### src/sv/icu_pkg.sv
// Shared constants, register codes and types for the codeword unranker.
`timescale 1ns / 1ps

package icu_pkg;

  localparam int MAX_POSITIONS = 8;
  localparam int MAX_LETTERS   = 16;

  localparam int RANK_W     = 32;
  localparam int WEIGHT_W   = 33;
  localparam int LETTER_W   = 4;
  localparam int POS_W      = 3;
  localparam int N_W        = 5;
  localparam int M_W        = 4;
  localparam int WIDX_W     = 4;
  localparam int CFG_IDX_W  = 2;
  localparam int CFG_DATA_W = 5;
  localparam int QB_W       = 2;

  localparam logic [WEIGHT_W-1:0] WEIGHT_MAX = '1;

  localparam logic [CFG_IDX_W-1:0] REG_NUM_LETTERS      = 2'd0;
  localparam logic [CFG_IDX_W-1:0] REG_WORD_LENGTH      = 2'd1;
  localparam logic [CFG_IDX_W-1:0] REG_DISTINCT_LETTERS = 2'd2;

  localparam logic [N_W-1:0] RST_NUM_LETTERS      = 5'd6;
  localparam logic [M_W-1:0] RST_WORD_LENGTH      = 4'd4;
  localparam logic           RST_DISTINCT_LETTERS = 1'b0;

  // Effective configuration as seen by the sequencer.
  typedef struct packed {
    logic [N_W-1:0] n;
    logic [M_W-1:0] m;
    logic           distinct;
    logic           busy;
  } icu_cfg_t;

  typedef struct packed {
    logic load;
    logic start;
  } icu_div_ctl_t;

  typedef struct packed {
    logic init;
    logic take;
  } icu_let_ctl_t;

endpackage

### src/sv/icu_cfg_if.sv
// Configuration write channel.
`timescale 1ns / 1ps

interface icu_cfg_if;
  import icu_pkg::*;

  logic                  valid;
  logic                  ready;
  logic [CFG_IDX_W-1:0]  index;
  logic [CFG_DATA_W-1:0] data;

  modport source (output valid, index, data, input ready);
  modport sink   (input valid, index, data, output ready);
endinterface

### src/sv/icu_in_if.sv
// Rank index input channel.
`timescale 1ns / 1ps

interface icu_in_if;
  import icu_pkg::*;

  logic              valid;
  logic              ready;
  logic [RANK_W-1:0] rank_index;

  modport source (output valid, rank_index, input ready);
  modport sink   (input valid, rank_index, output ready);
endinterface

### src/sv/icu_out_if.sv
// Letter result channel.
`timescale 1ns / 1ps

interface icu_out_if;
  import icu_pkg::*;

  logic                valid;
  logic                ready;
  logic [LETTER_W-1:0] letter;
  logic [POS_W-1:0]    position;
  logic                last_letter;
  logic                out_of_range;

  modport source (output valid, letter, position, last_letter, out_of_range, input ready);
  modport sink   (input valid, letter, position, last_letter, out_of_range, output ready);
endinterface

### src/sv/icu_weights.sv
// Configuration registers and the iterative position weight calculator.
`timescale 1ns / 1ps

module icu_weights (
  input  logic                          clk,
  input  logic                          rst,
  icu_cfg_if.sink                       cfg,
  input  logic [icu_pkg::WIDX_W-1:0]    rd_idx,
  output logic [icu_pkg::WEIGHT_W-1:0]  rd_weight,
  output logic [icu_pkg::WEIGHT_W-1:0]  total,
  output icu_pkg::icu_cfg_t             st
);
  import icu_pkg::*;

  logic [N_W-1:0]      num_letters;
  logic [M_W-1:0]      word_length;
  logic                distinct;
  logic                pend;
  logic                running;
  logic [WIDX_W-1:0]   j;
  logic [WEIGHT_W-1:0] count;
  logic [WEIGHT_W-1:0] count_next;
  logic [WEIGHT_W-1:0] weights [0:MAX_POSITIONS];

  logic [N_W-1:0]          n_eff;
  logic [M_W-1:0]          m_eff;
  logic [N_W-1:0]          factor;
  logic [WEIGHT_W+N_W-1:0] prod;
  logic                    cfg_hit;
  logic                    step_en;

  assign cfg.ready = 1'b1;

  always_comb begin
    if (num_letters > N_W'(MAX_LETTERS)) n_eff = N_W'(MAX_LETTERS);
    else n_eff = num_letters;
    if (word_length == '0) m_eff = M_W'(1);
    else if (word_length > M_W'(MAX_POSITIONS)) m_eff = M_W'(MAX_POSITIONS);
    else m_eff = word_length;
  end

  // In distinct mode, position j has n - j + 1 letters left to choose from.
  always_comb begin
    if (distinct) begin
      if (N_W'(j) <= n_eff) factor = n_eff - N_W'(j) + N_W'(1);
      else factor = '0;
    end else begin
      factor = n_eff;
    end
    prod = (WEIGHT_W+N_W)'(count) * (WEIGHT_W+N_W)'(factor);
    if (prod > (WEIGHT_W+N_W)'(WEIGHT_MAX)) count_next = WEIGHT_MAX;
    else count_next = prod[WEIGHT_W-1:0];
  end

  always_comb begin
    cfg_hit = 1'b0;
    if (cfg.valid && cfg.ready) begin
      cfg_hit = (cfg.index == REG_NUM_LETTERS) || (cfg.index == REG_WORD_LENGTH) ||
                (cfg.index == REG_DISTINCT_LETTERS);
    end
  end

  assign step_en = running && !pend && !cfg_hit;

  always_ff @(posedge clk) begin
    if (rst) begin
      num_letters   <= RST_NUM_LETTERS;
      word_length   <= RST_WORD_LENGTH;
      distinct      <= RST_DISTINCT_LETTERS;
      pend          <= 1'b1;
      running       <= 1'b0;
      j             <= '0;
      count         <= '0;
    end else begin
      if (cfg_hit) begin
        unique case (cfg.index)
          REG_NUM_LETTERS:      num_letters   <= cfg.data[N_W-1:0];
          REG_WORD_LENGTH:      word_length   <= cfg.data[M_W-1:0];
          REG_DISTINCT_LETTERS: distinct      <= cfg.data[0];
          default: ;
        endcase
        pend    <= 1'b1;
        running <= 1'b0;
      end else if (pend) begin
        pend    <= 1'b0;
        running <= 1'b1;
        j       <= WIDX_W'(m_eff);
        count   <= WEIGHT_W'(1);
      end else if (running) begin
        if (j != '0) begin
          count <= count_next;
          j     <= j - WIDX_W'(1);
        end else begin
          running <= 1'b0;
        end
      end
    end
  end

  // Weight j is written on the way down; the population size lands in entry 0.
  always_ff @(posedge clk) begin
    if (step_en) begin
      weights[j] <= count;
    end
  end

  assign rd_weight   = weights[rd_idx];
  assign total       = weights[0];
  assign st.n        = n_eff;
  assign st.m        = m_eff;
  assign st.distinct = distinct;
  assign st.busy     = pend || running;

endmodule

### src/sv/icu_divider.sv
// Shared restoring divider: one quotient bit per cycle against a latched weight.
`timescale 1ns / 1ps

module icu_divider (
  input  logic                          clk,
  input  logic                          rst,
  input  icu_pkg::icu_div_ctl_t         ctl,
  input  logic [icu_pkg::RANK_W-1:0]    rank,
  input  logic [icu_pkg::WEIGHT_W-1:0]  weight,
  output logic                          busy,
  output logic [icu_pkg::LETTER_W-1:0]  digit
);
  import icu_pkg::*;

  localparam int TRIAL_W = WEIGHT_W + LETTER_W;

  logic [RANK_W-1:0]   rem;
  logic [WEIGHT_W-1:0] wreg;
  logic [LETTER_W-1:0] q;
  logic [QB_W-1:0]     bitc;
  logic [TRIAL_W-1:0]  trial;
  logic                fits;

  assign trial = TRIAL_W'(wreg) << bitc;
  assign fits  = TRIAL_W'(rem) >= trial;

  always_ff @(posedge clk) begin
    if (rst) begin
      busy <= 1'b0;
    end else if (ctl.start) begin
      busy <= 1'b1;
    end else if (busy && bitc == '0) begin
      busy <= 1'b0;
    end
  end

  // The remainder carries over from one position to the next.
  always_ff @(posedge clk) begin
    if (ctl.load) begin
      rem <= rank;
    end
    if (ctl.start) begin
      wreg <= weight;
      q    <= '0;
      bitc <= QB_W'(LETTER_W - 1);
    end else if (busy) begin
      if (fits) begin
        rem     <= rem - trial[RANK_W-1:0];
        q[bitc] <= 1'b1;
      end
      bitc <= bitc - QB_W'(1);
    end
  end

  assign digit = (wreg == '0) ? '0 : q;

endmodule

### src/sv/icu_letters.sv
// Ordered list of unused letters with removal at the selected digit.
`timescale 1ns / 1ps

module icu_letters (
  input  logic                          clk,
  input  icu_pkg::icu_let_ctl_t         ctl,
  input  logic [icu_pkg::N_W-1:0]       n,
  input  logic                          distinct,
  input  logic [icu_pkg::LETTER_W-1:0]  digit,
  output logic [icu_pkg::LETTER_W-1:0]  letter
);
  import icu_pkg::*;

  logic [LETTER_W-1:0] avail [MAX_LETTERS];
  logic [N_W-1:0]      remaining;
  logic [LETTER_W-1:0] sel;

  always_comb begin
    if (N_W'(digit) >= remaining) sel = LETTER_W'(remaining - N_W'(1));
    else sel = digit;
    if (!distinct) letter = digit;
    else if (remaining == '0) letter = '0;
    else letter = avail[sel];
  end

  always_ff @(posedge clk) begin
    if (ctl.init) begin
      for (int k = 0; k < MAX_LETTERS; k++) begin
        avail[k] <= LETTER_W'(k);
      end
      remaining <= n;
    end else if (ctl.take && distinct && remaining != '0) begin
      for (int k = 0; k < MAX_LETTERS - 1; k++) begin
        if (k >= int'(sel)) avail[k] <= avail[k+1];
      end
      remaining <= remaining - N_W'(1);
    end
  end

endmodule

### src/sv/index_to_codeword_unrank_core.sv
// Codeword unranker top level: sequencer, output register and unit wiring.
// After a rank transfer, each letter takes a weight latch, the divider steps, a finish
// step and emit; the divider gives one quotient bit per cycle. An out-of-range rank goes
// straight to a single flagged result. One item is in work at a time.
// A config write or reset recomputes the weights, rank ready low meanwhile.
// Reset is synchronous: registers return to n=6, m=4, repeats allowed, outputs empty.
`timescale 1ns / 1ps

module index_to_codeword_unrank_core (
  input  logic       clk,
  input  logic       rst,
  icu_cfg_if.sink    cfg,
  icu_in_if.sink     ranks,
  icu_out_if.source  letters
);
  import icu_pkg::*;

  typedef enum logic [2:0] {S_IDLE, S_START, S_DIV, S_EMIT, S_OOR} state_t;

  state_t              state;
  logic [POS_W-1:0]    pos;
  logic                ovalid;
  logic [LETTER_W-1:0] o_letter;
  logic [POS_W-1:0]    o_pos;
  logic                o_last;
  logic                o_oor;

  icu_cfg_t            wst;
  icu_div_ctl_t        div_ctl;
  icu_let_ctl_t        let_ctl;
  logic [WIDX_W-1:0]   rd_idx;
  logic [WEIGHT_W-1:0] rd_weight;
  logic [WEIGHT_W-1:0] total;
  logic                div_busy;
  logic [LETTER_W-1:0] digit;
  logic [LETTER_W-1:0] letter;
  logic                take_in;
  logic                slot;
  logic                emit;
  logic                last;

  icu_weights u_weights (
    .clk       (clk),
    .rst       (rst),
    .cfg       (cfg),
    .rd_idx    (rd_idx),
    .rd_weight (rd_weight),
    .total     (total),
    .st        (wst)
  );

  icu_divider u_divider (
    .clk    (clk),
    .rst    (rst),
    .ctl    (div_ctl),
    .rank   (ranks.rank_index),
    .weight (rd_weight),
    .busy   (div_busy),
    .digit  (digit)
  );

  icu_letters u_letters (
    .clk      (clk),
    .ctl      (let_ctl),
    .n        (wst.n),
    .distinct (wst.distinct),
    .digit    (digit),
    .letter   (letter)
  );

  assign ranks.ready   = (state == S_IDLE) && !wst.busy;
  assign take_in       = ranks.valid && ranks.ready;
  assign slot          = !ovalid || letters.ready;
  assign emit          = ((state == S_EMIT) || (state == S_OOR)) && slot;
  assign div_ctl.load  = take_in;
  assign div_ctl.start = (state == S_START);
  assign let_ctl.init  = take_in;
  assign let_ctl.take  = (state == S_EMIT) && slot;
  assign rd_idx        = WIDX_W'(pos) + WIDX_W'(1);
  assign last          = (M_W'(pos) == wst.m - M_W'(1));

  always_ff @(posedge clk) begin
    if (rst) begin
      state  <= S_IDLE;
      ovalid <= 1'b0;
      pos    <= '0;
    end else begin
      if (letters.ready && !emit) ovalid <= 1'b0;
      unique case (state)
        S_IDLE: begin
          if (take_in) begin
            pos <= '0;
            if (WEIGHT_W'(ranks.rank_index) >= total) state <= S_OOR;
            else state <= S_START;
          end
        end
        S_START: state <= S_DIV;
        S_DIV: begin
          if (!div_busy) state <= S_EMIT;
        end
        S_EMIT: begin
          if (slot) begin
            ovalid   <= 1'b1;
            o_letter <= letter;
            o_pos    <= pos;
            o_last   <= last;
            o_oor    <= 1'b0;
            if (last) begin
              state <= S_IDLE;
            end else begin
              pos   <= pos + POS_W'(1);
              state <= S_START;
            end
          end
        end
        S_OOR: begin
          if (slot) begin
            ovalid   <= 1'b1;
            o_letter <= '0;
            o_pos    <= '0;
            o_last   <= 1'b1;
            o_oor    <= 1'b1;
            state    <= S_IDLE;
          end
        end
        default: state <= S_IDLE;
      endcase
    end
  end

  assign letters.valid        = ovalid;
  assign letters.letter       = o_letter;
  assign letters.position     = o_pos;
  assign letters.last_letter  = o_last;
  assign letters.out_of_range = o_oor;

endmodule
### src/flat_wrapper.sv
// flat-port wrapper written by rule: the top's interface ports become plain ports
module index_to_codeword_unrank_core_flat import icu_pkg::*;
  (clk, rst, cfg_valid, cfg_index, cfg_data, cfg_ready, ranks_valid, ranks_rank_index, ranks_ready, letters_valid, letters_letter, letters_position, letters_last_letter, letters_out_of_range, letters_ready);
  icu_cfg_if cfg_i ();
  icu_in_if ranks_i ();
  icu_out_if letters_i ();
  input  logic clk;
  input  logic rst;
  input wire logic [$bits(cfg_i.valid)-1:0] cfg_valid;
  input wire logic [$bits(cfg_i.index)-1:0] cfg_index;
  input wire logic [$bits(cfg_i.data)-1:0] cfg_data;
  output wire logic [$bits(cfg_i.ready)-1:0] cfg_ready;
  input wire logic [$bits(ranks_i.valid)-1:0] ranks_valid;
  input wire logic [$bits(ranks_i.rank_index)-1:0] ranks_rank_index;
  output wire logic [$bits(ranks_i.ready)-1:0] ranks_ready;
  output wire logic [$bits(letters_i.valid)-1:0] letters_valid;
  output wire logic [$bits(letters_i.letter)-1:0] letters_letter;
  output wire logic [$bits(letters_i.position)-1:0] letters_position;
  output wire logic [$bits(letters_i.last_letter)-1:0] letters_last_letter;
  output wire logic [$bits(letters_i.out_of_range)-1:0] letters_out_of_range;
  input wire logic [$bits(letters_i.ready)-1:0] letters_ready;
  assign cfg_i.valid = cfg_valid;
  assign cfg_i.index = cfg_index;
  assign cfg_i.data = cfg_data;
  assign cfg_ready = cfg_i.ready;
  assign ranks_i.valid = ranks_valid;
  assign ranks_i.rank_index = ranks_rank_index;
  assign ranks_ready = ranks_i.ready;
  assign letters_valid = letters_i.valid;
  assign letters_letter = letters_i.letter;
  assign letters_position = letters_i.position;
  assign letters_last_letter = letters_i.last_letter;
  assign letters_out_of_range = letters_i.out_of_range;
  assign letters_i.ready = letters_ready;
  index_to_codeword_unrank_core u_core (.clk(clk), .rst(rst), .cfg(cfg_i), .ranks(ranks_i), .letters(letters_i));
endmodule
### config.mk
export PLATFORM = sky130hd
export DESIGN_NAME = index_to_codeword_unrank_core_flat
export DESIGN_NICKNAME = d
export VERILOG_FILES = /design/src/sv/icu_pkg.sv /design/src/sv/icu_cfg_if.sv /design/src/sv/icu_in_if.sv /design/src/sv/icu_out_if.sv /design/src/sv/icu_weights.sv /design/src/sv/icu_divider.sv /design/src/sv/icu_letters.sv /design/src/sv/index_to_codeword_unrank_core.sv /design/src/flat_wrapper.sv
export SDC_FILE = /design/constraint.sdc
export NUM_CORES = 1
export LEC_CHECK = 0
export BUFFER_PORTS_ARGS = -buffer_cell sky130_fd_sc_hd__clkbuf_2
export CAP_MARGIN = 20
export CORE_MARGIN = 2
export CORE_UTILIZATION = 40
export DETAILED_ROUTE_END_ITERATION = 12
export GPL_ROUTABILITY_DRIVEN = 0
export PLACE_DENSITY_LB_ADDON = 0.15
export SLEW_MARGIN = 20
export SYNTH_ARGS = -nofsm -noshare
export SYNTH_HDL_FRONTEND = slang
export SYNTH_SLANG_ARGS = --single-unit
export TNS_END_PERCENT = 50
### constraint.sdc
create_clock -name clk -period 9.45 [get_ports clk]
set_input_delay 0.945 -clock clk [delete_from_list [all_inputs] [get_ports clk]]
set_output_delay 0.945 -clock clk [all_outputs]
set_load 0.03 [all_outputs]
==> summary.md <==
| Metric | Value |
|---|---|
| Status | `completed` |
| Clock Latency Late Sink | `0.61 ns` |
| Final hold violations | `0` |
| Total CTS buffers | `between 50 and 60` |
| Type of destination of the critical path | `flip-flop` |
| GRT Overall Usage | `0.194` |
| Placed cells | `3378` |
| Commonest non-fill, non-tap cell in the layout | `edfxtp_1` |
| Clock transition at the registers of the reported paths | `approximately 0.060 ns` |
| Synth Area in Compound Gates | `0.0976` |
| Routed vias/inst | `~5.5` |
| First-pass GRT wire length | `113000 um` |
| Starting Density | `0.403` |
| Mux share of post-synthesis cell area | `0.118` |
| CP max stage delay | `between 0.6 and 0.7 ns` |
| Routed wire length | `71100 um` |
| Proportion of layout cells with a drive suffix above 1 | `0.120` |
| Max-cap viol count | `0` |
| Iter 0 DRT Violations | `~1300` |
| Synth Register Bits | `approximately 500` |
| Core box area | `between 0.07 and 0.08 mm2` |
| FP Rows | `just under 100` |
| Die Span Y | `between 200 and 300 um` |
| RSZ-0062 raised after global routing | `false` |
| Non-filler cells, final | `~3500` |
| Fin crit share | `0.852` |
| DIE WIDTH | `~270 um` |
| CTS Root Cell | `clkbuf_16` |
| Distinct cell type count after synthesis | `~80` |
| Routed Antenna Nets | `0` |
| Post-Synthesis Net Count | `around 2700` |
| Arr. time, crit path | `around 8.5 ns` |
| Fin area | `between 0.03 and 0.04 mm2` |
| Clk buf depth | `3` |
| Boundary pin count | `56` |
| H-tree depth | `2` |
| Total power after layout | `between 6 and 7 mW` |
| Cell area after synthesis | `0.0288 mm2` |
| Buf+Inv Stages, Crit Path | `5` |
| Synth warn | `0` |
| Area delta synth->final | `10.8%` |
| Crit path launch type | `flip-flop` |
| Fin. max-slew vios | `0` |
| Initial antenna violation count | `0` |
| Worst-Margin Slew | `roughly 1.0 ns` |
| Post-route DRC | `0` |
| Async SR Flop Fraction | `0` |
| Final design utilization | `0.447` |
| EDFF count, synth | `just under 400` |
| Setup TNS | `0 ns` |
| Max VDD drop | `~170 uV` |
| Slew HR | `0.327` |
| Worst Skew | `approximately 0.025 ns` |
| Diode count | `0` |
| Sink Count | `~490` |
| Final min period | `a little over 8 ns` |
| PD cells | `195 mW/mm2` |
| Pre-antenna DRT Iters | `6` |
| Syn_area_per_cell | `11.8 um2` |
| Die ar. | `~0.074 mm2` |
| CTS tree | `yes` |
| Most frequent cells in the layout | `edfxtp_1 (393), inv_1 (227), nand2_1 (187)` |
| PostCTS Resize Cnt | `0` |
| Post-CTS Setup Inserts | `0` |
| Post-DP HPWL | `slightly below 50000 um` |
| Fmax | `between 100 and 150 MHz` |
| Post-DP Area | `between 0.03 and 0.04 mm2` |
| CP top delay family | `adder cells` |
| Finish-stage setup viols | `0` |
| Global route total overflow | `0` |
| Top_reg_cell synth | `edfxtp_1` |
| Pleak | `around 12 nW` |
| Via count | `between 15000 and 20000` |
| Min-Delay Path Class | `reg2reg` |
| Cts hold-fix bufs | `0` |
| CP Max Fanout | `26` |
| Port bufs | `between 50 and 60` |
| Sequential area share after synthesis | `0.476` |
| Post-Synth XOR/XNOR Area | `0.0213` |
| Slowest stage cell on the critical path | `and4_1` |
| Crit Path Class | `reg2reg` |
| Largest net degree at the start of global routing | `between 60 and 70` |
| Critical Path RT | `9.90 ns` |
| Adder-cell area share of the yosys netlist | `0.125` |
| Final net count | `~2800` |
| Synth Instances | `around 2400` |
| WL/cell | `20.4 um` |
| Vias in the first global route | `19500` |
| Largest family of logic cells by synthesized area | `adder cells` |
| Post-Synth Simple-Gate Area | `0.115` |
## report_power, final
group          total, mW  internal (mW)  leakage [nW]  switching, mW
combinational       1.69          0.726          7.24          0.962
sequential          2.49           2.38          4.37          0.103
clock               2.05           1.18         0.820          0.869
## sequential cells by signal, indices dropped and copies added, names as in the netlist
signal,flops
u_core.letters.letter,4
u_core.u_letters.avail,49
u_core.u_weights.weights,297
u_core.u_letters.remaining,5
u_core.u_weights.running,1
u_core.state,3
u_core.u_weights.j,4
u_core.u_divider.bitc,2
u_core.u_divider.wreg,33
u_core.u_weights.count,33
u_core.letters.valid,1
u_core.letters.out_of_range,1
u_core.pos,3
u_core.letters.position,3
u_core.u_weights.pend,1
u_core.u_weights.distinct,1
u_core.u_weights.word_length,4
u_core.letters.last_letter,1
u_core.u_weights.num_letters,5
u_core.u_divider.rem,32
u_core.u_divider.q,4
u_core.u_divider.busy,1
## cells by family after synthesis
| family | count (synthesis) |
|---|---|
| simple gates | 642 |
| flops | 488 |
| compound gates | 447 |
| buf+inv | 334 |
| fa+ha+maj | 232 |
| mux | 231 |
| xor+xnor | 70 |
| other cells | 1 |
## tightest hold or removal path, delay by kind of cell, from the launching register on
kind	cells	cell delay, ns
muxes	1	0.07
DFF	1	0.33
and+or+nand+nor	1	0.06
## path summary, 6_finish.rpt
path | to | start | cells after the start | slack (ns)
max | u_core.u_weights.count[4] | u_core.u_weights.num_letters[4] | 26 | 1.40
min | u_core.u_weights.num_letters[1] | u_core.u_weights.num_letters[1] | 2 | 0.48
max reg2reg | u_core.u_weights.count[4] | u_core.u_weights.num_letters[4] | 26 | 1.40
min reg2reg | u_core.u_weights.num_letters[1] | u_core.u_weights.num_letters[1] | 2 | 0.48
## per-layer routing
layer  GRT usage  vias up  wire length [um]
li1            -     8934                 -
met1       0.269     9581             33000
met2       0.328      399             34100
met3      0.0235       77              2890
met4      0.0402        0              1110
met5           0        -                 0
## synth_stat cells (9+ instances only)
master      n  area share
nand2_1   187       0.024
nand4_1    28      0.0061
nand3_1    25      0.0044
a31oi_1    21      0.0046
and3_1     27      0.0059
nor3_1     22      0.0038
nor2b_1    46       0.010
mux2i_1   135       0.047
xor2_1     29      0.0088
xnor2_1    41       0.012
a211oi_2   12      0.0052
fa_1       94       0.065
edfxtp_1  393        0.41
mux4_2     84       0.066
buf_1      15      0.0020
or3_1      15      0.0033
buf_2       9      0.0016
nor4_1     11      0.0024
o21ai_0    89       0.015
and2_1    121       0.026
nor2_1     93       0.012
nand2b_1   28      0.0061
ha_1      137       0.060
a211oi_1   17      0.0044
dfxtp_1    95       0.066
inv_1     227       0.030
a22oi_1    12      0.0031
a21oi_1   149       0.026
o211ai_1   14      0.0037
clkbuf_1   72      0.0094
o21ai_1    29      0.0050
a21o_1     41       0.011
## per-stage QoR
step / hold WS [ns] / setup slack, ns
after global routing: 0.527 / 0.928
after detailed placement: 0.475 / 1.41
after floorplan: 0.443 / 2.80
after global placement: 0.471 / 1.62
final: 0.484 / 1.40
after CTS: 0.491 / 1.38
## layout make-up
| type | count | area, um2 |
|---|---|---|
| Sequential cell | 488 | 13700 |
| Clock inverter | 25 | 245 |
| Fill cell | 6634 | 39500 |
| Clock buffer | 75 | 1480 |
| Tap cell | 950 | 1190 |
| Inverter | 229 | 860 |
| Timing Repair Buffer | 89 | 553 |
| Multi-Input combinational cell | 1623 | 13800 |
Note: power is estimated with default switching activity, not from simulation.
